File: config.mk
export PLATFORM = sky130hd
export DESIGN_NAME = rle_key_delta_frame_decoder_flat
export DESIGN_NICKNAME = d
export VERILOG_FILES = /design/src/rlekd_pkg.sv /design/src/rlekd_in_if.sv /design/src/rlekd_out_if.sv /design/src/rlekd_in_stage.sv /design/src/rlekd_parser.sv /design/src/rlekd_out_stage.sv /design/src/rle_key_delta_frame_decoder.sv /design/src/flat_wrapper.sv
export SDC_FILE = /design/constraint.sdc
export NUM_CORES = 1
export LEC_CHECK = 0
export BUFFER_PORTS_ARGS = -buffer_cell sky130_fd_sc_hd__buf_2
export CAP_MARGIN = 20
export CELL_PAD_IN_SITES_DETAIL_PLACEMENT = 1
export CELL_PAD_IN_SITES_GLOBAL_PLACEMENT = 1
export CORE_MARGIN = 8
export CORE_UTILIZATION = 52
export CTS_BUF_LIST = sky130_fd_sc_hd__clkbuf_4 sky130_fd_sc_hd__clkbuf_8
export CTS_CLUSTER_SIZE = 12
export DETAILED_ROUTE_END_ITERATION = 8
export GPL_TIMING_DRIVEN = 0
export PLACE_DENSITY = 0.85
export REMOVE_ABC_BUFFERS = 1
export SLEW_MARGIN = 20
export SYNTH_ARGS = -nofsm -noshare
export SYNTH_HDL_FRONTEND = slang
export SYNTH_SLANG_ARGS = --single-unit
File: constraint.sdc
create_clock -name clk -period 15.9 [get_ports clk]
set_clock_uncertainty 0.2 [all_clocks]
set_input_delay 3.18 -clock clk [delete_from_list [all_inputs] [get_ports clk]]
set_output_delay 3.18 -clock clk [all_outputs]
set_load 0.05 [all_outputs]
File: src/rlekd_pkg.sv
// shared constants, types and helpers of the run-length key/delta frame decoder
package rlekd_pkg;

  localparam int FRAME_WIDTH  = 320;
  localparam int FRAME_HEIGHT = 200;

  localparam int          POS_W     = 17;
  localparam logic [16:0] POS_MAX   = 17'h1FFFF;
  localparam logic [16:0] FRAME_CAP = 17'(FRAME_WIDTH * FRAME_HEIGHT);

  // start line (16 bits) times line width
  localparam int PROD_W = 16 + $clog2(FRAME_WIDTH + 1);

  typedef struct packed {
    logic [7:0] data_byte;
    logic       frame_kind;
    logic       last_byte;
  } item_t;

  typedef struct packed {
    logic [15:0] write_addr;
    logic [6:0]  write_len;
    logic [7:0]  write_value;
    logic        is_fill;
  } result_t;

  function automatic logic [16:0] pos_sat(input logic [17:0] s);
    pos_sat = (s > {1'b0, POS_MAX}) ? POS_MAX : s[16:0];
  endfunction

endpackage

File: src/rlekd_in_if.sv
// byte channel carrying the compressed frame payload
interface rlekd_in_if;
  logic       valid;
  logic       ready;
  logic [7:0] data_byte;
  logic       frame_kind;
  logic       last_byte;

  modport source(output valid, data_byte, frame_kind, last_byte, input ready);
  modport sink(input valid, data_byte, frame_kind, last_byte, output ready);
endinterface

File: src/rlekd_out_if.sv
// write command channel toward the frame memory
interface rlekd_out_if;
  logic        valid;
  logic        ready;
  logic [15:0] write_addr;
  logic [6:0]  write_len;
  logic [7:0]  write_value;
  logic        is_fill;

  modport source(output valid, write_addr, write_len, write_value, is_fill, input ready);
  modport sink(input valid, write_addr, write_len, write_value, is_fill, output ready);
endinterface

File: src/rlekd_in_stage.sv
// input register for one payload beat
module rlekd_in_stage (
  input  logic                clk,
  input  logic                rst,
  rlekd_in_if.sink            payload,
  input  logic                pull,
  output logic                valid,
  output rlekd_pkg::item_t    item
);

  assign payload.ready = !valid || pull;

  always_ff @(posedge clk) begin
    if (rst) begin
      valid <= 1'b0;
    end else if (payload.ready) begin
      valid <= payload.valid;
    end
  end

  always_ff @(posedge clk) begin
    if (payload.valid && payload.ready) begin
      item.data_byte  <= payload.data_byte;
      item.frame_kind <= payload.frame_kind;
      item.last_byte  <= payload.last_byte;
    end
  end

endmodule

File: src/rlekd_parser.sv
// parse state and per-byte decode of key and delta frame payloads
module rlekd_parser (
  input  logic                clk,
  input  logic                rst,
  input  logic                fire,
  input  rlekd_pkg::item_t    item,
  output logic                res_valid,
  output rlekd_pkg::result_t  res
);

  localparam logic [3:0] PH_FIRST   = 4'd0;
  localparam logic [3:0] PH_HDR0    = 4'd1;
  localparam logic [3:0] PH_HDR1    = 4'd2;
  localparam logic [3:0] PH_HDR2    = 4'd3;
  localparam logic [3:0] PH_HDR3    = 4'd4;
  localparam logic [3:0] PH_RUNS    = 4'd5;
  localparam logic [3:0] PH_SKIP    = 4'd6;
  localparam logic [3:0] PH_TAG     = 4'd7;
  localparam logic [3:0] PH_COLOR   = 4'd8;
  localparam logic [3:0] PH_LITERAL = 4'd9;
  localparam logic [3:0] PH_DONE    = 4'd10;

  localparam int PW = rlekd_pkg::PROD_W;

  logic [3:0]  parse_phase, parse_phase_next;
  logic        mode_is_delta, mode_is_delta_next;
  logic [7:0]  header_low_byte, header_low_byte_next;
  logic [16:0] line_base, line_base_next;      // start line times width, saturated
  logic        line_beyond, line_beyond_next;  // start line past frame end
  logic [15:0] lines_left, lines_left_next;
  logic [6:0]  runs_left, runs_left_next;
  logic [6:0]  literal_left, literal_left_next;
  logic [16:0] line_start_addr, line_start_addr_next;
  logic [16:0] pixel_pos, pixel_pos_next;

  // effective values after the first-byte setup
  logic [3:0]  ph;
  logic        delta;
  logic [15:0] ll;
  logic [16:0] lsa;
  logic [16:0] pos;

  logic [7:0]    b;
  logic [7:0]    neg_b;
  logic [15:0]   hdr_word;
  logic [PW-1:0] prod;
  logic [16:0]   nl_lsa;
  logic [15:0]   nl_ll;
  logic [6:0]    fr_runs;
  logic [16:0]   rem;
  logic [6:0]    len;
  logic [6:0]    lit_count;
  logic          do_lit;
  logic          do_finish;
  logic          do_nl;

  always_comb begin
    b        = item.data_byte;
    neg_b    = 8'(8'd0 - item.data_byte);
    hdr_word = {item.data_byte, header_low_byte};
    prod     = PW'(hdr_word) * PW'(rlekd_pkg::FRAME_WIDTH);

    ph    = parse_phase;
    delta = mode_is_delta;
    ll    = lines_left;
    lsa   = line_start_addr;
    pos   = pixel_pos;
    if (parse_phase == PH_FIRST) begin
      delta = item.frame_kind;
      if (item.frame_kind) begin
        ph = PH_HDR0;
      end else begin
        ll  = 16'(rlekd_pkg::FRAME_HEIGHT);
        lsa = '0;
        pos = '0;
        ph  = PH_RUNS;
      end
    end

    nl_lsa  = rlekd_pkg::pos_sat(18'(lsa) + 18'(rlekd_pkg::FRAME_WIDTH));
    nl_ll   = ll - 16'd1;
    fr_runs = runs_left - 7'd1;
    rem     = rlekd_pkg::FRAME_CAP - pos;
    len     = ({10'd0, literal_left} > rem) ? rem[6:0] : literal_left;

    parse_phase_next     = ph;
    mode_is_delta_next   = delta;
    header_low_byte_next = header_low_byte;
    line_base_next       = line_base;
    line_beyond_next     = line_beyond;
    lines_left_next      = ll;
    runs_left_next       = runs_left;
    literal_left_next    = literal_left;
    line_start_addr_next = lsa;
    pixel_pos_next       = pos;

    res_valid       = 1'b0;
    res.write_addr  = pos[15:0];
    res.write_len   = 7'd1;
    res.write_value = b;
    res.is_fill     = 1'b0;

    lit_count = '0;
    do_lit    = 1'b0;
    do_finish = 1'b0;
    do_nl     = 1'b0;

    case (ph)
      PH_HDR0: begin
        header_low_byte_next = b;
        parse_phase_next     = PH_HDR1;
      end
      PH_HDR1: begin
        line_beyond_next = prod > PW'(rlekd_pkg::FRAME_CAP);
        line_base_next   = (prod > PW'(rlekd_pkg::POS_MAX)) ? rlekd_pkg::POS_MAX : prod[16:0];
        parse_phase_next = PH_HDR2;
      end
      PH_HDR2: begin
        header_low_byte_next = b;
        parse_phase_next     = PH_HDR3;
      end
      PH_HDR3: begin
        if (hdr_word == 16'd0 || hdr_word[15] || line_beyond) begin
          parse_phase_next = PH_DONE;
        end else begin
          lines_left_next      = hdr_word;
          line_start_addr_next = line_base;
          pixel_pos_next       = line_base;
          parse_phase_next     = PH_RUNS;
        end
      end
      PH_RUNS: begin
        if (b == 8'd0 || b[7]) begin
          do_nl = 1'b1;
        end else begin
          runs_left_next   = b[6:0];
          parse_phase_next = delta ? PH_SKIP : PH_TAG;
        end
      end
      PH_SKIP: begin
        pixel_pos_next   = rlekd_pkg::pos_sat({1'b0, pos} + 18'(b));
        parse_phase_next = PH_TAG;
      end
      PH_TAG: begin
        if (delta) begin
          if (b != 8'd0 && !b[7]) begin
            do_lit    = 1'b1;
            lit_count = b[6:0];
          end else begin
            // a tag of -128 asks for 128 pixels, clipped to 127
            literal_left_next = neg_b[7] ? 7'd127 : neg_b[6:0];
            parse_phase_next  = PH_COLOR;
          end
        end else begin
          if (b[7]) begin
            do_lit    = 1'b1;
            lit_count = neg_b[6:0];
          end else begin
            literal_left_next = b[6:0];
            parse_phase_next  = PH_COLOR;
          end
        end
      end
      PH_COLOR: begin
        if (literal_left != 7'd0 && pos < rlekd_pkg::FRAME_CAP) begin
          res_valid      = 1'b1;
          res.write_len  = len;
          res.is_fill    = 1'b1;
          pixel_pos_next = rlekd_pkg::pos_sat({1'b0, pos} + 18'(len));
        end
        do_finish = 1'b1;
      end
      PH_LITERAL: begin
        if (pos < rlekd_pkg::FRAME_CAP) begin
          res_valid      = 1'b1;
          pixel_pos_next = pos + 17'd1;
        end
        if (literal_left == 7'd0 || pixel_pos_next >= rlekd_pkg::FRAME_CAP) begin
          do_finish = 1'b1;
        end else begin
          literal_left_next = literal_left - 7'd1;
        end
      end
      default: begin
      end
    endcase

    if (do_lit) begin
      if (pos >= rlekd_pkg::FRAME_CAP) begin
        do_finish = 1'b1;
      end else begin
        literal_left_next = lit_count - 7'd1;
        parse_phase_next  = PH_LITERAL;
      end
    end

    if (do_finish) begin
      runs_left_next = fr_runs;
      if (fr_runs == 7'd0) begin
        do_nl = 1'b1;
      end else begin
        parse_phase_next = delta ? PH_SKIP : PH_TAG;
      end
    end

    if (do_nl) begin
      line_start_addr_next = nl_lsa;
      pixel_pos_next       = nl_lsa;
      lines_left_next      = nl_ll;
      parse_phase_next     = (nl_ll == 16'd0) ? PH_DONE : PH_RUNS;
    end

    if (item.last_byte) begin
      parse_phase_next = PH_FIRST;
    end
  end

  always_ff @(posedge clk) begin
    if (rst) begin
      parse_phase     <= PH_FIRST;
      mode_is_delta   <= 1'b0;
      header_low_byte <= '0;
      line_base       <= '0;
      line_beyond     <= 1'b0;
      lines_left      <= '0;
      runs_left       <= '0;
      literal_left    <= '0;
      line_start_addr <= '0;
      pixel_pos       <= '0;
    end else if (fire) begin
      parse_phase     <= parse_phase_next;
      mode_is_delta   <= mode_is_delta_next;
      header_low_byte <= header_low_byte_next;
      line_base       <= line_base_next;
      line_beyond     <= line_beyond_next;
      lines_left      <= lines_left_next;
      runs_left       <= runs_left_next;
      literal_left    <= literal_left_next;
      line_start_addr <= line_start_addr_next;
      pixel_pos       <= pixel_pos_next;
    end
  end

  property p_after_last;
    @(posedge clk) disable iff (rst)
      fire && item.last_byte |=> parse_phase == PH_FIRST;
  endproperty
  a_after_last: assert property (p_after_last)
    else $error("parser not back at payload start after final byte");

  property p_literal_single;
    @(posedge clk) disable iff (rst)
      res_valid && !res.is_fill |-> res.write_len == 7'd1;
  endproperty
  a_literal_single: assert property (p_literal_single)
    else $error("literal write longer than one pixel");

  property p_no_write_idle;
    @(posedge clk) disable iff (rst)
      (parse_phase == PH_DONE || parse_phase == PH_RUNS) |-> !res_valid;
  endproperty
  a_no_write_idle: assert property (p_no_write_idle)
    else $error("write produced outside a run");

endmodule

File: src/rlekd_out_stage.sv
// result register holding one write command until it is taken
module rlekd_out_stage (
  input  logic                clk,
  input  logic                rst,
  input  logic                load,
  input  rlekd_pkg::result_t  res,
  output logic                space,
  rlekd_out_if.source         writes
);

  rlekd_pkg::result_t held;

  assign space = !writes.valid || writes.ready;

  always_ff @(posedge clk) begin
    if (rst) begin
      writes.valid <= 1'b0;
    end else if (space) begin
      writes.valid <= load;
    end
  end

  always_ff @(posedge clk) begin
    if (space && load) begin
      held <= res;
    end
  end

  assign writes.write_addr  = held.write_addr;
  assign writes.write_len   = held.write_len;
  assign writes.write_value = held.write_value;
  assign writes.is_fill     = held.is_fill;

endmodule

File: src/rle_key_delta_frame_decoder.sv
// top level of the run-length key/delta frame decoder
//
// payload: one compressed byte per beat (data_byte, frame_kind, last_byte);
//   frame_kind is looked at only on the first beat of a payload, and the beat
//   with last_byte set closes the payload so the next beat starts a new one
// writes: at most one write command per payload beat (write_addr, write_len,
//   write_value, is_fill) for an external 320 x 200 frame buffer, never read
// throughput: one payload beat per cycle, sustained, as long as writes is taken
// decode path: a beat waits in the input register and is decoded in a
//   single pass of the parser into the result register, which drives
//   writes.valid; a held-off writes side keeps the beat in the input register
// stall: when writes is held off, the result register keeps its command and
//   the parser freezes; payload.ready drops once the input register is also full,
//   so nothing is lost or repeated
// reset: rst (synchronous) empties both registers and sets the parser to wait
//   for the first beat of a payload; no clearing pass is needed
// the longest decode path is the start-line times width multiply on the second
//   delta header beat and its compare against the frame end; both results are
//   registered for the line count beats
module rle_key_delta_frame_decoder (
  input  logic         clk,
  input  logic         rst,
  rlekd_in_if.sink     payload,
  rlekd_out_if.source  writes
);

  logic               item_valid;
  rlekd_pkg::item_t   item;
  logic               space;
  logic               fire;
  logic               res_valid;
  rlekd_pkg::result_t res;

  // a held beat is decoded whenever the result register can take its output
  assign fire = item_valid && space;

  rlekd_in_stage u_in (
    .clk     (clk),
    .rst     (rst),
    .payload (payload),
    .pull    (space),
    .valid   (item_valid),
    .item    (item)
  );

  rlekd_parser u_parser (
    .clk       (clk),
    .rst       (rst),
    .fire      (fire),
    .item      (item),
    .res_valid (res_valid),
    .res       (res)
  );

  rlekd_out_stage u_out (
    .clk    (clk),
    .rst    (rst),
    .load   (fire && res_valid),
    .res    (res),
    .space  (space),
    .writes (writes)
  );

  // writes stay inside the frame
  property p_in_frame;
    @(posedge clk) disable iff (rst)
      writes.valid |-> 17'(writes.write_addr) + 17'(writes.write_len)
                       <= rlekd_pkg::FRAME_CAP;
  endproperty
  a_in_frame: assert property (p_in_frame)
    else $error("write runs past frame end");

  // no empty writes
  property p_len_nonzero;
    @(posedge clk) disable iff (rst)
      writes.valid |-> writes.write_len != 7'd0;
  endproperty
  a_len_nonzero: assert property (p_len_nonzero)
    else $error("write of zero pixels");

  // a decoded beat never overwrites a command still waiting
  property p_no_overrun;
    @(posedge clk) disable iff (rst)
      writes.valid && !writes.ready |-> !fire;
  endproperty
  a_no_overrun: assert property (p_no_overrun)
    else $error("decode while result register blocked");

endmodule

File: src/flat_wrapper.sv
// flat-port wrapper written by rule: the top's interface ports become plain ports
module rle_key_delta_frame_decoder_flat 
  (clk, rst, payload_valid, payload_data_byte, payload_frame_kind, payload_last_byte, payload_ready, writes_valid, writes_write_addr, writes_write_len, writes_write_value, writes_is_fill, writes_ready);
  rlekd_in_if payload_i ();
  rlekd_out_if writes_i ();
  input  logic clk;
  input  logic rst;
  input wire logic [$bits(payload_i.valid)-1:0] payload_valid;
  input wire logic [$bits(payload_i.data_byte)-1:0] payload_data_byte;
  input wire logic [$bits(payload_i.frame_kind)-1:0] payload_frame_kind;
  input wire logic [$bits(payload_i.last_byte)-1:0] payload_last_byte;
  output wire logic [$bits(payload_i.ready)-1:0] payload_ready;
  output wire logic [$bits(writes_i.valid)-1:0] writes_valid;
  output wire logic [$bits(writes_i.write_addr)-1:0] writes_write_addr;
  output wire logic [$bits(writes_i.write_len)-1:0] writes_write_len;
  output wire logic [$bits(writes_i.write_value)-1:0] writes_write_value;
  output wire logic [$bits(writes_i.is_fill)-1:0] writes_is_fill;
  input wire logic [$bits(writes_i.ready)-1:0] writes_ready;
  assign payload_i.valid = payload_valid;
  assign payload_i.data_byte = payload_data_byte;
  assign payload_i.frame_kind = payload_frame_kind;
  assign payload_i.last_byte = payload_last_byte;
  assign payload_ready = payload_i.ready;
  assign writes_valid = writes_i.valid;
  assign writes_write_addr = writes_i.write_addr;
  assign writes_write_len = writes_i.write_len;
  assign writes_write_value = writes_i.write_value;
  assign writes_is_fill = writes_i.is_fill;
  assign writes_i.ready = writes_ready;
  rle_key_delta_frame_decoder u_core (.clk(clk), .rst(rst), .payload(payload_i), .writes(writes_i));
endmodule
* Word-level counts from Yosys, hierarchy flattened
Cells that the tools add are included.
** Storage, ports and cells
- Logic and storage cells :: 148
- Output and inout bits :: 34
- Register bits :: 139
** Operators by class
- $add $sub $neg :: 10
- Multipliers :: 1
- Equality and inequality tests :: 10
- Reductions and logical operators :: 29
- Order comparisons :: 9
- Multiplexer cells :: 70
** Operators by type and width (number)
- 17-bit two-way mux :: 16
- 7-bit two-way mux :: 15
- 16-bit two-way mux :: 5
- 17-bit one-hot mux with 4 select lines :: 1
- 18-bit by 17-bit > comparator with 1-bit output, second input constant :: 3
- 4-bit two-way mux :: 13
- 17-bit by 16-bit greater-or-equal comparator with 1-bit output, second input constant :: 2
- 16-bit logical NOT :: 2
- 4-bit one-hot mux with 7 select lines :: 1
- 25-bit by 16-bit > comparator with 1-bit output, second input constant :: 1
- 25-bit by 17-bit > comparator with 1-bit output, second input constant :: 1
- 7-bit by 1-bit subtractor with 7-bit output, second input constant :: 3
- 16-bit by 3-bit multiplier with 19-bit output, second input constant :: 1
- 17-bit by 7-bit adder with 18-bit output :: 1
- 17-bit by 8-bit adder with 18-bit output :: 1
- 17-bit by 9-bit adder with 18-bit output, second input constant :: 1
- 17-bit by 1-bit adder with 17-bit output, second input constant :: 1
- 7-bit by 17-bit > comparator with 1-bit output :: 1
- 17-bit by 16-bit < comparator with 1-bit output, second input constant :: 1
- 16-bit by 17-bit subtractor with 17-bit output, first input constant :: 1
- 4-bit by 3-bit equality test with 1-bit output, second input constant :: 4
- 16-bit by 1-bit subtractor with 16-bit output, second input constant :: 1
- 1-bit two-way mux :: 15
- 7-bit logical NOT :: 2
- 19 further kinds :: 36

* Depth between registers and ports, before layout
Gate-level depths: netlist (run 1).
- Depth in word-level cells :: 14
- Mapped depth :: 31
- Mapped depth without buffers :: 28

* Cells and area by module
From an unflattened synthesis (run 1), not the netlist that was laid out.
** Unflattened totals
- Cells, all modules :: 1421
- Area, all modules :: 10935.5 µm²
** Modules (own cells, without submodules)
- rlekd_parser :: area each 9551.7 µm², times used 1, cells an instance 1367
- rlekd_out_stage :: area each 1016.0 µm², times used 1, cells an instance 37
- rlekd_in_stage :: area each 355.3 µm², times used 1, cells an instance 15
- rle_key_delta_frame_decoder :: area each 12.5 µm², times used 1, cells an instance 2

* Worst setup path after synthesis (run 1)
No wires, ideal clock.
- Path kind :: input -> output
- Start point :: input port writes_ready
- End point :: output port payload_ready
- Data arrival time :: 3.663 ns
- Path slack :: 8.857 ns
- Path buffers :: 0
- Stages on the path :: 1
- Cells stage by stage :: nand3b_1
** Between the ends
- Longest elaborated chain between the ends :: 2
** RTL lines
- start: declaration :: line flat_wrapper.sv:18 : input wire logic [$bits(writes_i.ready)-1:0] writes_ready;
- 1-bit logical OR :: line rlekd_out_stage.sv:13 : assign space = !writes.valid || writes.ready;
- 1-bit logical OR :: line rlekd_in_stage.sv:11 : assign payload.ready = !valid || pull;
- end: declaration :: line flat_wrapper.sv:12 : output wire logic [$bits(payload_i.ready)-1:0] payload_ready;
No other way between the ends.

==> results of run 1 <==
==> cells by family after synthesis <==
group           after synthesis  share of synthesized area
compound gates              429                      0.270
xor+xnor                     42                     0.0350
fa+ha+maj                    62                     0.0760
flops                       134                      0.296
mux                          22                     0.0215
simple gates                501                      0.245
buf+inv                     149                     0.0571
==> worst max-delay path: cells and delay by family, from the launching register on <==
kind                       cells  cell delay (ps)
and+or+nand+nor               10             3190
AOI/OAI and AO/OA              9             1930
adders and majority gates      3              900
DFF                            1              540
buffers and inverters          3              340
muxes                          1              270
xor gates and xnor gates       1              220
==> final cells by class <==
type,instances,area share
clock buffers,19,0.0227
clock inverters,13,0.0138
inverters,61,0.0203
multi-input cells,1056,0.608
flip-flops and latches,134,0.275
well taps,270,0.0300
repair buffers,56,0.0300
==> routing by layer <==
layer	vias to the layer above	GRT usage
met5	-	0
met4	2	0.176
met3	120	0.0541
met2	454	0.499
met1	5337	0.387
li1	4973	-
==> power groups by stage <==
stage / Sequential [mW] / Combinational (mW) / Clock (mW)
2_1_floorplan: 0.388 / 0.124 / 0
3_3_place_gp: 0.400 / 0.171 / 0
3_5_place_dp: 0.401 / 0.179 / 0
4_1_cts: 0.393 / 0.181 / 0.314
5_1_grt: 0.396 / 0.201 / 0.327
6_report: 0.395 / 0.184 / 0.313
==> registers in the layout (all words and copies together) (netlist names) <==
signal / cells
u_core.u_in.valid: 1
u_core.u_in.item: 10
u_core.u_parser.parse_phase: 4
u_core.u_out.writes.valid: 1
u_core.u_parser.line_base: 12
u_core.u_parser.mode_is_delta: 1
u_core.u_out.writes.write_value: 8
u_core.u_out.writes.is_fill: 1
u_core.u_parser.runs_left: 7
u_core.u_out.writes.write_addr: 16
u_core.u_parser.header_low_byte: 8
u_core.u_parser.pixel_pos: 17
u_core.u_parser.line_beyond: 1
u_core.u_parser.literal_left: 7
u_core.u_parser.lines_left: 16
u_core.u_out.writes.write_len: 7
u_core.u_parser.line_start_addr: 17
==> through the flow <==
| stage | instances | power [mW] |
|---|---|---|
| after floorplan | 1251 | 0.512 |
| after global routing | 1609 | 0.924 |
| after CTS | 1609 | 0.888 |
| final | 1609 | 0.892 |
| after detailed placement | 1577 | 0.581 |
| after global placement | 1568 | 0.571 |
==> final timing paths <==
path         cells past startpoint  slack (ps)                                               to
min reg2reg                      1         260  u_core.u_parser.line_start_addr[0]$_SDFFE_PP0P_
min                              1         260  u_core.u_parser.line_start_addr[0]$_SDFFE_PP0P_
max reg2reg                     27        8140       u_core.u_parser.pixel_pos[12]$_SDFFE_PP0P_
max                             27        8140       u_core.u_parser.pixel_pos[12]$_SDFFE_PP0P_
==> cell usage in the layout, fill, tap and decap left out, types with 15 or more instances in the layout <==
cell type,instances
xnor2_1,29
nand4_1,16
clkbuf_8,18
a21oi_1,89
buf_2,49
o211ai_1,16
ha_1,59
mux2i_1,18
inv_1,59
and2_1,21
a31oi_1,22
or3_1,18
nor2_1,98
nand3_1,51
nand2_1,136
o21ai_0,128
or4_1,15
nor3_1,44
nor4_1,15
edfxtp_1,42
dfxtp_1,92
==> flow_summary.yaml, run 1 <==
setup_path:
  cp_data_required_time_ps: 16030
  crit_path_frequent_cell: "inv_1"
  start_kind: "flip-flop"
  r2r-start: "u_core.u_parser.parse_phase[0]$_SDFFE_PP0P_"
  cpPeakStageDelay_ps: 790
  cp-end-kind: "flip-flop"
  worstPathArrival_ps: 7890
  crit_type: "reg2reg"
  cp_max_fo: 61
  cpMaxStageDelayCell: "nor4_4"
  cp-startpoint: "u_core.u_parser.parse_phase[0]$_SDFFE_PP0P_"
floorplan:
  core-area_sq_um: 20000
  io_pins: 48
  dieHeight_um: 158
  initial_core_util: 0.524
  die_x_um: 158
  row_count: 52
  dieArea_sq_um: 25000
yosys:
  synth-edff-count: 42
  synth-seq-area-share: 0.296
  ys_ff_latch: 134
  synth_cell_type_count: 92
  synth.area.top_cells: "dfxtp_1 18%, edfxtp_1 12%, ha_1 7.0%"
  yosysWarnings: 0
  ys_async_sr_fraction: 0
  ys.flop_type: "dfxtp_1"
  yosysMostFrequentCell: "nand2_1"
  synth_top_cell_by_area: "dfxtp_1"
  synthTopCellsByCount: "138 x nand2_1, 128 x o21ai_0, 100 x nor2_1"
  syn_area_sq_um: 10500
  syn_inst: 1339
  avgSynthCellArea_sq_um: 7.84
  yosysTopAreaCellShare: 0.175
final_layout:
  fillerInstances: 2503
  area_delta_synth_final_pct: 7.29
  multi_input_area_sq_um: 6850
  diodes: 0
  drive_gt1_frac: 0.106
  post-route-util: 0.562
  layout.nets: 1402
  seq_area_sq_um: 3100
  final_area_sq_um: 11300
clocking:
  htree_levels: 4
  cts_tree: "done"
  cts-resized-gates: 0
  cts_buffers: 17
  worstSkewPairLatency_ps: 460
  clkTransAtPathRegs_ps: 80
  cts.root.buffer_cell: "clkbuf_8"
  hold_buffers: 0
  cts_sinks: 134
  clockBufferDepth: 2
  post_cts_buffers: 0
min_path:
  hp-class: "reg2reg"
  worstHoldStart: "u_core.u_parser.line_start_addr[0]$_SDFFE_PP0P_"
global_route:
  grt_use_total: 0.311
  grt_pass1_wl_um: 60400
  grt_pass1_vias: 11046
  grt_overflow: 0
  grt_max_degree: 62
  antenna_found_initial: 1
placed_design:
  gp_congestion: 0.983
  postPlaceCellArea_sq_um: 10800
  pre_cts_slack_ps: 8310
  dp_hpwl_um: 27200
  portBuffers: 47
route:
  met3_length_um: 2600
  drt.antenna.violating_nets: 0
  first_pass_iters: 5
  drt-total-wl_um: 38200
  wl_met2_um: 17300
  vias: 10886
  vias_per_cell: 6.77
  wire_per_inst_um: 23.7
  m1WireLength_um: 16400
  top_layer_used: "met5"
  dr.first_iter.drc_count: 903
  drc_errors: 0
sta:
  rsz0062_at_grt: "false"
  fin_tns_setup_ps: 0
  hold_violations: 0
  finalSetupViolations: 0
  drv_slew: 0
  finalCriticalPeriod_ps: 7760
  fmax_mhz: 129
  worstMarginPinSlew_ps: 1160
  slew_headroom: 0.226
  fin_hold_ws_ps: 259
  fin_crit_sh: 0.488
  setup_ws_ps: 8140
run_status:
  outcome: "finished, final reports clean"
power:
  pwr_density_cell_nw_per_um2: 79.2
  p_switching_mw: 0.305
  seqPwrFrac: 0.443
  p_comb_frac: 0.206
  switching_share: 0.342
  p_int_mw: 0.587
  p_leak_nw: 4.27
  pwr-share-clk: 0.351
  ir_worst_vdd_mv: 0.0535
run:
  drv_cap: 0
Note: power is estimated with default switching activity, not from simulation.
==> run 2: changes to the inputs <==
--- a/config.mk
+++ b/config.mk
@@ -10,12 +10,12 @@
 export CELL_PAD_IN_SITES_DETAIL_PLACEMENT = 1
 export CELL_PAD_IN_SITES_GLOBAL_PLACEMENT = 1
 export CORE_MARGIN = 8
-export CORE_UTILIZATION = 52
+export CORE_UTILIZATION = 49
 export CTS_BUF_LIST = sky130_fd_sc_hd__clkbuf_4 sky130_fd_sc_hd__clkbuf_8
 export CTS_CLUSTER_SIZE = 12
 export DETAILED_ROUTE_END_ITERATION = 8
 export GPL_TIMING_DRIVEN = 0
-export PLACE_DENSITY = 0.85
+export PLACE_DENSITY = 0.81
 export REMOVE_ABC_BUFFERS = 1
 export SLEW_MARGIN = 20
 export SYNTH_ARGS = -nofsm -noshare
==> constraint.sdc (replaced) <==
create_clock -name clk -period 7.2 [get_ports clk]
set_clock_uncertainty 0.2 [all_clocks]
set_input_delay 1.44 -clock clk [delete_from_list [all_inputs] [get_ports clk]]
set_output_delay 1.44 -clock clk [all_outputs]
set_load 0.05 [all_outputs]
==> flow_summary.yaml, run 2 (synthesized netlist as in run 1, its figures left out) <==
setup_path:
  start_kind: "flip-flop"
  cp.depth: 28
  cpMaxStageDelayCell: "edfxtp_1"
  cp_data_required_time_ps: 7400
  worstPathArrival_ps: 6980
  cpPeakStageDelay_ps: 480
  cp_max_fo: 39
  crit_type: "reg2reg"
  r2r-start: "u_core.u_in.item[1]$_DFFE_PP_"
  ff2ff_path_depth: 28
  critPathBufInv: 5
  reg2reg_slack_ps: 410
  cp-end-kind: "flip-flop"
  critical_path.top_delay_family: "simple AND/OR/NAND/NOR gates"
  r2r-end: "u_core.u_parser.pixel_pos[12]$_SDFFE_PP0P_"
sta:
  fin_hold_ws_ps: 265
  fmax_mhz: 147
  fin_tns_setup_ps: 0
  finalCriticalPeriod_ps: 6790
  fin_crit_sh: 0.942
  slew_headroom: 0.220
  rsz0062_at_grt: "false"
  finalSetupViolations: 0
  setup_ws_ps: 415
  worstMarginPinSlew_ps: 1170
  drv_slew: 0
  hold_violations: 0
floorplan:
  io_pins: 48
  row_count: 53
  core-area_sq_um: 21000
  initial_core_util: 0.499
  dieHeight_um: 162
  die_x_um: 162
  dieArea_sq_um: 26400
route:
  vias: 11022
  drt.antenna.violating_nets: 0
  drc_errors: 0
  first_pass_iters: 5
  dr.first_iter.drc_count: 795
  drt-total-wl_um: 39400
  wire_per_inst_um: 24.3
  vias_per_cell: 6.80
final_layout:
  layout.nets: 1408
  top_regs: "u_core.u_parser.line_start_addr x17, u_core.u_parser.pixel_pos x17"
  post-route-util: 0.543
  final_common_cell: "nand2_1"
  fillerInstances: 2600
  area_delta_synth_final_pct: 8.64
  drive_gt1_frac: 0.117
  layout.cells.most_common_list: "136 x nand2_1, 128 x o21ai_0, 98 x nor2_1"
  diodes: 0
clocking:
  cts_tree: "done"
  cts.root.buffer_cell: "clkbuf_8"
  cts_buffers: 17
  cts_sinks: 134
  worstSkewPairLatency_ps: 470
  htree_levels: 4
  hold_buffers: 0
  clkTransAtPathRegs_ps: 90
  clockBufferDepth: 2
min_path:
  hold_path_end: "u_core.u_parser.line_start_addr[0]$_SDFFE_PP0P_"
  hp-class: "reg2reg"
  hold-path-cell-count: 1
  worstHoldStart: "u_core.u_parser.line_start_addr[0]$_SDFFE_PP0P_"
global_route:
  grt_max_degree: 40
  grt_use_total: 0.295
  grt_overflow: 0
  grt_pass1_vias: 10958
  grt_pass1_wl_um: 62100
  antenna_found_initial: 0
power:
  ir_worst_vdd_mv: 0.122
  finalPower_mw: 2.05
  pwr_density_cell_nw_per_um2: 180
  p_leak_nw: 4.33
run:
  drv_cap: 0
run_status:
  outcome: "finished, final reports clean"
placed_design:
  pre_cts_slack_ps: -579
  gp_congestion: 0.955
  dp_hpwl_um: 27700
  portBuffers: 47
-- run 2: metal layers --
metal,global-route usage,share of wire
met1,0.384,0.43
met2,0.473,0.46
met3,0.0463,0.073
met4,0.138,0.043
met5,0,0
-- run 2: worst max path at each step --
| stage | startpoint | slack (ps) | endpoint |
|---|---|---|---|
| floorplan | u_core.u_parser.parse_phase[0]$_SDFFE_PP0P_ | 900 | u_core.u_parser.pixel_pos[12]$_SDFFE_PP0P_ |
| global placement | u_core.u_in.item[1]$_DFFE_PP_ | -1510 | u_core.u_parser.pixel_pos[1]$_SDFFE_PP0P_ |
| finish | u_core.u_in.item[1]$_DFFE_PP_ | 410 | u_core.u_parser.pixel_pos[12]$_SDFFE_PP0P_ |
| global route | u_core.u_parser.parse_phase[0]$_SDFFE_PP0P_ | 30 | u_core.u_parser.pixel_pos[10]$_SDFFE_PP0P_ |
| detailed placement | u_core.u_in.item[1]$_DFFE_PP_ | -580 | u_core.u_parser.pixel_pos[1]$_SDFFE_PP0P_ |
| CTS | u_core.u_parser.parse_phase[3]$_SDFFE_PP0P_ | 150 | u_core.u_parser.pixel_pos[12]$_SDFFE_PP0P_ |
-- run 2: cell type report --
type | count | area [sq um] | share of cell area
sequential | 134 | 3110 | 0.273
timing repair buffer | 61 | 393 | 0.0344
clock buffer | 20 | 256 | 0.0225
tap | 275 | 344 | 0.0302
inverter | 61 | 230 | 0.0202
multi-input combinational | 1057 | 6870 | 0.603
clock inverter | 12 | 200 | 0.0176
-- run 2: power breakdown --
group	leakage [nW]	total [mW]	switching, mW	internal (mW)
Sequential	1.13	0.871	0.0676	0.804
Combinational	2.96	0.425	0.279	0.146
Clock	0.232	0.759	0.334	0.425
Total	4.33	2.05	0.680	1.37
-- run 2: repair_timing --
action	4_1_cts	5_1_grt
endpoints found under the setup margin	15	13
gates resized for setup	3	9
pin swaps	1	2
setup buffers	2	2
cloned	0	1
-- run 2: worst register-to-register path: cells and delay by family, from the launching register on --
family                     cells  cell delay (ps)
muxes                          1              310
adders and majority gates      3              930
and+or+nand+nor               10             2210
xor gates and xnor gates       1              250
AOI/OAI and AO/OA              8             1440
DFF                            1              480
buffers and inverters          5              910
-- run 2: per-stage QoR --
step,area [sq um],cells
detailed placement,10900,1583
floorplan,10100,1251
finish,11400,1620
global placement,10700,1573
CTS,11400,1617
global route,11400,1620
==> run 3: changes to the inputs <==
==> constraint.sdc (replaced) <==
create_clock -name clk -period 7.72 [get_ports clk]
set_clock_uncertainty 0.2 [all_clocks]
set_input_delay 1.544 -clock clk [delete_from_list [all_inputs] [get_ports clk]]
set_output_delay 1.544 -clock clk [all_outputs]
set_load 0.05 [all_outputs]
==> flow_summary.yaml, run 3 (synthesized netlist as in run 1, its figures left out) <==
global_route:
  antenna_found_initial: 0
  grt_max_degree: 40
  grt_use_total: 0.294
  grt_overflow: 0
  grt_pass1_wl_um: 61900
  grt_pass1_vias: 10968
run:
  drv_cap: 0
floorplan:
  initial_core_util: 0.499
  row_count: 53
  io_pins: 48
  dieArea_sq_um: 26400
  core-area_sq_um: 21000
  die_x_um: 162
  dieHeight_um: 162
setup_path:
  ff2ff_path_depth: 28
  r2r-start: "u_core.u_in.item[1]$_DFFE_PP_"
  reg2reg_slack_ps: 530
  worstPathArrival_ps: 7320
  cpMaxStageDelayCell: "edfxtp_1"
  crit_end: "u_core.u_parser.pixel_pos[12]$_SDFFE_PP0P_"
  r2r-end: "u_core.u_parser.pixel_pos[12]$_SDFFE_PP0P_"
  cp-end-kind: "flip-flop"
  cp_data_required_time_ps: 7860
  crit_type: "reg2reg"
  cp_max_fo: 39
  cp-startpoint: "u_core.u_in.item[1]$_DFFE_PP_"
  start_kind: "flip-flop"
  cpPeakStageDelay_ps: 530
final_layout:
  layout.cells.most_common_list: "136 x nand2_1, 128 x o21ai_0, 98 x nor2_1"
  final_common_cell: "nand2_1"
  top_regs: "u_core.u_parser.line_start_addr x17, u_core.u_parser.pixel_pos x17"
  drive_gt1_frac: 0.112
  final_area_sq_um: 11400
  multi_input_area_sq_um: 6850
  fillerInstances: 2604
  area_delta_synth_final_pct: 8.52
  diodes: 0
  seq_area_sq_um: 3100
  layout.nets: 1408
sta:
  worstMarginPinSlew_ps: 1150
  rsz0062_at_grt: "false"
  fmax_mhz: 139
  hold_violations: 0
  slew_headroom: 0.229
  finalCriticalPeriod_ps: 7190
  fin_crit_sh: 0.931
  fin_hold_ws_ps: 268
  finalSetupViolations: 0
  drv_slew: 0
power:
  pwr_density_cell_nw_per_um2: 168
  switching_share: 0.329
  pwr-share-clk: 0.370
  ir_worst_vdd_mv: 0.112
  p_int_mw: 1.28
  seqPwrFrac: 0.425
  p_comb_frac: 0.205
  p_switching_mw: 0.629
  p_leak_nw: 4.33
route:
  drt-total-wl_um: 39000
  drc_errors: 0
  drt.antenna.violating_nets: 0
  first_pass_iters: 5
  vias_per_cell: 6.75
  wire_per_inst_um: 24.1
  vias: 10936
  dr.first_iter.drc_count: 850
clocking:
  cts_tree: "done"
  clkTransAtPathRegs_ps: 90
  worstSkewPairLatency_ps: 460
  cts_buffers: 17
  htree_levels: 4
  cts_sinks: 134
  clockBufferDepth: 2
  cts.root.buffer_cell: "clkbuf_8"
min_path:
  hold-path-cell-count: 1
  hp-class: "reg2reg"
placed_design:
  postPlaceCellArea_sq_um: 10900
  portBuffers: 47
  gp_congestion: 0.955
  dp_hpwl_um: 27700
run_status:
  outcome: "finished, final reports clean"
run 3: cell types whose count changed in the layout (fill, tap and decap cells not counted), sizes merged:
cell | before | now
nand2 | 139 | 138
clkinvlp | 1 | 2
buf | 61 | 62
clkinv | 5 | 4
run 3: worst min-delay path by stage:
stage                     slack (ps)                                             from                                              end
after global placement           240  u_core.u_parser.line_start_addr[1]$_SDFFE_PP0P_  u_core.u_parser.line_start_addr[1]$_SDFFE_PP0P_
after CTS                        260  u_core.u_parser.line_start_addr[3]$_SDFFE_PP0P_  u_core.u_parser.line_start_addr[3]$_SDFFE_PP0P_
after global routing             280  u_core.u_parser.line_start_addr[3]$_SDFFE_PP0P_  u_core.u_parser.line_start_addr[3]$_SDFFE_PP0P_
after detailed placement         240  u_core.u_parser.line_start_addr[5]$_SDFFE_PP0P_  u_core.u_parser.line_start_addr[5]$_SDFFE_PP0P_
after floorplan                  230  u_core.u_parser.line_start_addr[3]$_SDFFE_PP0P_  u_core.u_parser.line_start_addr[3]$_SDFFE_PP0P_
final                            270  u_core.u_parser.line_start_addr[5]$_SDFFE_PP0P_  u_core.u_parser.line_start_addr[5]$_SDFFE_PP0P_
run 3: power by group through the flow:
stage	combinational [mW]	sequential, mW	clock, mW
after detailed placement	0.374	0.827	0
after global placement	0.353	0.825	0
after floorplan	0.255	0.799	0
final	0.391	0.812	0.707
after global routing	0.426	0.816	0.741
after CTS	0.379	0.811	0.712
run 3: final cells by class:
type | count | share of cell area
timing repair buffer | 62 | 0.0358
inverter | 61 | 0.0204
clock inverter | 12 | 0.0176
tap | 275 | 0.0302
clock buffer | 20 | 0.0225
multi-input combinational | 1056 | 0.601
sequential | 134 | 0.272
run 3: routing by layer:
| metal | track usage | routed length, um | vias to the layer above |
|---|---|---|---|
| met1 | 0.381 | 16700 | 5410 |
| li1 | - | - | 4977 |
| met5 | 0 | 0 | - |
| met3 | 0.0490 | 2750 | 93 |
| met2 | 0.470 | 18100 | 456 |
| met4 | 0.139 | 1500 | 0 |
run 3: stage by stage:
stage	TNS [ps]	total power, mW	util	cells	setup slack [ps]
CTS	0	1.90	0.540	1615	121
global route	0	1.98	0.542	1620	38.7
finish	0	1.91	0.542	1620	533
detailed placement	-59.4	1.20	0.517	1583	-59.4
global placement	-11000	1.18	0.509	1573	-985
floorplan	0	1.05	-	1251	1420
run 3: what timing repair did:
item	CTS	global route
hold buffers	0	0
endpoints found under the setup margin	3	11
endpoints found under the hold margin	0	0
gates resized for setup	2	2
setup buffers	0	4
pin swaps	0	1
run 3: critical path: cells and delay by family, from the launching register on:
kind                     cells  cell delay (ps)
XOR/XNOR                     1              250
multiplexers                 1              290
flip-flops                   1              530
AO/OA/AOI/OAI                9             1990
buffers and inverters        5              990
AND/OR/NAND/NOR              9             1850
adder cells (fa/ha/maj)      3              920
